===== src/ptil_pkg.sv =====
// ----------------------------------------------------------------------------
// ptil_pkg
// Shared types and constants for the point-in-triangle locator.
// ----------------------------------------------------------------------------
package ptil_pkg;

  localparam int TABLE_DEPTH_DEF    = 1024;
  localparam int VERTEX_ID_BITS_DEF = 16;

  localparam int COORD_W  = 16;  // signed Q5.10
  localparam int VID_W    = 16;  // vertex id field width on the ports
  localparam int OPCODE_W = 2;

  typedef enum logic [OPCODE_W-1:0] {
    OP_APPEND = 2'd0,
    OP_QUERY  = 2'd1,
    OP_CLEAR  = 2'd2
  } opcode_t;

  // controller -> datapath
  typedef struct packed {
    logic append;    // write triangle at the fill pointer
    logic clear;     // empty the table
    logic start;     // latch query point, rewind scan, clear result
    logic issue;     // read the next entry and advance
    logic flush;     // drop everything in the compare pipeline
    logic load_out;  // move the result into the output register
  } ptil_cmd_t;

  // datapath -> controller
  typedef struct packed {
    logic full;       // table holds TABLE_DEPTH triangles
    logic empty;      // table holds none
    logic last_addr;  // scan pointer is at the last stored entry
    logic hit;        // last compare stage holds a containing triangle
    logic busy;       // earlier compare stages still hold entries
    logic out_free;   // output register can take a result this cycle
  } ptil_status_t;

endpackage


===== src/ptil_ctrl.sv =====
// ----------------------------------------------------------------------------
// ptil_ctrl
// Sequencer: decodes requests, runs the table scan, hands off the result.
// ----------------------------------------------------------------------------
module ptil_ctrl
  import ptil_pkg::*;
(
  input  logic                clk,
  input  logic                rst,
  input  logic                req_valid,
  input  logic [OPCODE_W-1:0] opcode,
  output logic                req_ready,
  input  ptil_status_t        sts,
  output ptil_cmd_t           cmd
);

  typedef enum logic [1:0] {
    S_IDLE,
    S_ISSUE,
    S_DRAIN,
    S_FINISH
  } state_t;

  state_t state, state_next;

  always_comb begin
    cmd        = '0;
    state_next = state;
    unique case (state)
      S_IDLE: begin
        if (req_valid) begin
          unique case (opcode)
            OP_APPEND: cmd.append = !sts.full;
            OP_CLEAR:  cmd.clear  = 1'b1;
            OP_QUERY: begin
              cmd.start  = 1'b1;
              state_next = sts.empty ? S_FINISH : S_ISSUE;
            end
            default: ;  // unused opcode, dropped
          endcase
        end
      end
      S_ISSUE: begin
        cmd.issue = 1'b1;
        if (sts.hit) begin
          cmd.flush  = 1'b1;
          state_next = S_FINISH;
        end else if (sts.last_addr) begin
          state_next = S_DRAIN;
        end
      end
      S_DRAIN: begin
        if (sts.hit) begin
          cmd.flush  = 1'b1;
          state_next = S_FINISH;
        end else if (!sts.busy) begin
          state_next = S_FINISH;
        end
      end
      S_FINISH: begin
        if (sts.out_free) begin
          cmd.load_out = 1'b1;
          state_next   = S_IDLE;
        end
      end
      default: state_next = S_IDLE;
    endcase
  end

  always_ff @(posedge clk) begin
    if (rst) begin
      state     <= S_IDLE;
      req_ready <= 1'b1;
    end else begin
      state     <= state_next;
      req_ready <= (state_next == S_IDLE);
    end
  end

endmodule

===== config.mk =====
export PLATFORM = sky130hd
export DESIGN_NAME = ptil_ctrl
export DESIGN_NICKNAME = d
export VERILOG_FILES = /design/src/ptil_pkg.sv /design/src/ptil_ctrl.sv
export SDC_FILE = /design/constraint.sdc
export NUM_CORES = 1
export LEC_CHECK = 0
export ABC_AREA = 1
export BUFFER_PORTS_ARGS = -buffer_cell sky130_fd_sc_hd__buf_4
export CAP_MARGIN = 40
export CORE_AREA = 2 2 39 41
export CTS_BUF_LIST = sky130_fd_sc_hd__clkbuf_8
export CTS_CLUSTER_SIZE = 28
export DETAILED_ROUTE_END_ITERATION = 10
export DIE_AREA = 0 0 41 43
export PLACE_DENSITY = 0.6
export SLEW_MARGIN = 20
export SYNTH_ARGS = -nofsm -noshare
export SYNTH_HDL_FRONTEND = slang
export SYNTH_SLANG_ARGS = --single-unit

===== constraint.sdc =====
create_clock -name clk -period 2 [get_ports clk]
set_input_delay 0.2 -clock clk [delete_from_list [all_inputs] [get_ports clk]]
set_output_delay 0.2 -clock clk [all_outputs]
set_load 0.005 [all_outputs]

==> flow_summary.json <==
{
  "status": "finished, final reports clean",
  "cts_hold_buf": 0,
  "dp_hpwl_um": 582,
  "numCtsBuffers": 3,
  "ctsRootBufferMaster": "clkbuf_8",
  "synth_commonest_cells": "nand2_1 (16), inv_1 (11), nand3_1 (5), ha_1 (4), dfxtp_1 (3)",
  "rrSetupSlack_ns": 0.78,
  "async_flop_share": 0,
  "dieArea_mm2": 0.00176,
  "post-cts-setup-buffer-count": 0,
  "wire_per_inst_um": 7.92,
  "core-area_mm2": 0.00138,
  "required_ns": 1.80,
  "die_w_um": 41,
  "ff2ff_path_depth": 7,
  "p_leak_uw": 0.000305,
  "drtPass1Iterations": 2,
  "clockBufferDepth": 2,
  "cts_tree": "built",
  "reg2reg_to": "req_ready$_SDFF_PP1_",
  "syn_inst": 51,
  "dr_wl_met2_um": 365,
  "cts.sinks": 3,
  "tightest_slew_ns": 0.224,
  "grt_max_degree": 6,
  "arrival_ns": 1.31,
  "yosysMostFrequentCell": "nand2_1",
  "grt_pass1_wl_mm": 1.19,
  "syn_nets": 66,
  "antenna_left": 0,
  "syn_area_per_cell_um2": 6.11,
  "criticalPathCategory": "reg2out",
  "rows": 14,
  "end_kind": "primary output",
  "finClkSkew_ns": 0.000728,
  "clk_latency_ns": 0.21,
  "pwr_density_cell_mw_per_mm2": 1090,
  "seq_area_frac_synth": 0.193,
  "maxCapViolCount": 0,
  "p_sw_frac": 0.373,
  "period_minus_slack_ns": 1.51,
  "path_clk_slew_ns": 0.03,
  "num_vias": 363,
  "pin_count": 18,
  "min_from": "rst",
  "antenna_found_initial": 0,
  "area_delta_synth_final_pct": 61.8,
  "fin_cells": 88,
  "ys.flop_type": "dfxtp_1",
  "slew_headroom": 0.850,
  "dp.cells": 84,
  "initial_core_util": 0.225,
  "finalHoldViolations": 0,
  "slew_violations": 0,
  "synth-seq-cells": 3,
  "seq_power_share": 0.194,
  "synth_edf_count": 0,
  "h-tree-depth": 1,
  "ys_warn_count": 0,
  "p_comb_frac": 0.498,
  "initialDrtViolationCount": 4,
  "synth_top_cell_by_area": "dfxtp_1",
  "cts_resized": 0,
  "final_core_util": 0.364,
  "min-delay-path-class": "in2reg",
  "setup_viol": 0,
  "wl_met1_um": 271,
  "wl_um": 697,
  "post_route_cells_drive_above_1_share": 0.375,
  "design_area_um2": 504,
  "synthTopCellsByArea": "dfxtp_1 (19%), nand2_1 (19%), ha_1 (16%)",
  "place.gp.congestion": 0.717,
  "p_switching_uw": 205,
  "grt_usage": 0.101,
  "path_max_fanout": 4,
  "p_clk_frac": 0.308,
  "highest_layer": "met4",
  "r2r-start": "state[0]$_SDFF_PP0_",
  "dpl_cell_area_um2": 459,
  "grt_pass1_vias": 343,
  "min_path_cells": 2,
  "portBuffers": 17,
  "rsz0062_at_grt": "false",
  "wl_met3_um": 42,
  "fillCellCount": 163,
  "fin_crit_sh": 0.753,
  "post_drt_via_cell_ratio": 4.13,
  "cp-start-kind": "flip-flop",
  "whs_endpoint": "state[1]$_SDFF_PP0_",
  "die_y_um": 43,
  "grt_overflow": 0,
  "vdd_drop_max_uv": 425,
  "drc": 0,
  "fmax_mhz": 664,
  "fin_setup_tns_ns": 0,
  "synthDistinctLibCells": 14,
  "yosysTopAreaCellShare": 0.193,
  "n_antenna_cell": 0,
  "final_nets": 88,
  "synthesis.area_um2": 312,
  "holdWs_ns": 0.148,
  "p_int_uw": 344
}
## critical path, cell delays in order, from the launching register on
cell and delay, ns:
dfxtp_1 0.33, inv_1 0.12, ha_1 0.23, nand2_1 0.09, nor4_1 0.17, buf_4 0.15
## metal layers
metal / track usage / vias up
met5: 0 / -
met1: 0.102 / 149
met3: 0.0314 / 2
li1: - / 198
met2: 0.169 / 14
met4: 0.0600 / 0
## worst max path at each step
stage	from	to	cells past startpoint
2_1_floorplan	state[0]$_SDFF_PP0_	req_ready$_SDFF_PP1_	7
3_3_place_gp	state[1]$_SDFF_PP0_	cmd[5]	5
3_5_place_dp	state[1]$_SDFF_PP0_	cmd[5]	5
4_1_cts	state[1]$_SDFF_PP0_	cmd[5]	5
5_1_grt	state[1]$_SDFF_PP0_	cmd[5]	5
6_report	state[1]$_SDFF_PP0_	cmd[5]	5
## area by class of cell
class	instances	area, um^2	share of cell area
clock buffers	3	41.3	0.0819
multi-input cells	35	203	0.402
clock inverters	1	3.75	0.00744
repair buffers	17	128	0.253
well taps	16	20.0	0.0397
flip-flops and latches	3	60.1	0.119
inverters	13	48.8	0.0968
## per-stage QoR
step | total power, uW | setup slack (ns)
2_1_floorplan | 287 | 0.890
3_3_place_gp | 386 | 0.757
3_5_place_dp | 385 | 0.732
4_1_cts | 561 | 0.473
5_1_grt | 612 | 0.306
6_report | 549 | 0.494
## registers in the layout, indices dropped and copies added (netlist names)
| name | flops |
|---|---|
| state | 2 |
| req_ready | 1 |
## kinds of logic (layout without fill, tap and decap cells)
kind of cell	after synthesis	after routing	synth area share
and+or+nand+nor	29	29	0.446
AOI/OAI and AO/OA	2	2	0.0442
adders and majority gates	4	4	0.161
DFF	3	3	0.193
buffers and inverters	13	34	0.157
## power by group through the flow
stage                     Clock, uW  Combinational, uW  Sequential (uW)
final                           169                274              107
after global routing            182                319              112
after CTS                       172                281              108
after detailed placement          0                277              108
after global placement            0                279              106
after floorplan                   0                182              105
## cell usage in the layout, fill, tap and decap left out, types with 2 or more instances in the layout
master    count
nand2_1      16
dfxtp_1       3
nand3_2       2
clkbuf_8      3
nor2_2        2
inv_2         2
buf_4        17
nand3_1       5
ha_1          4
inv_1        12
Power figures use the tool's default switching activity.
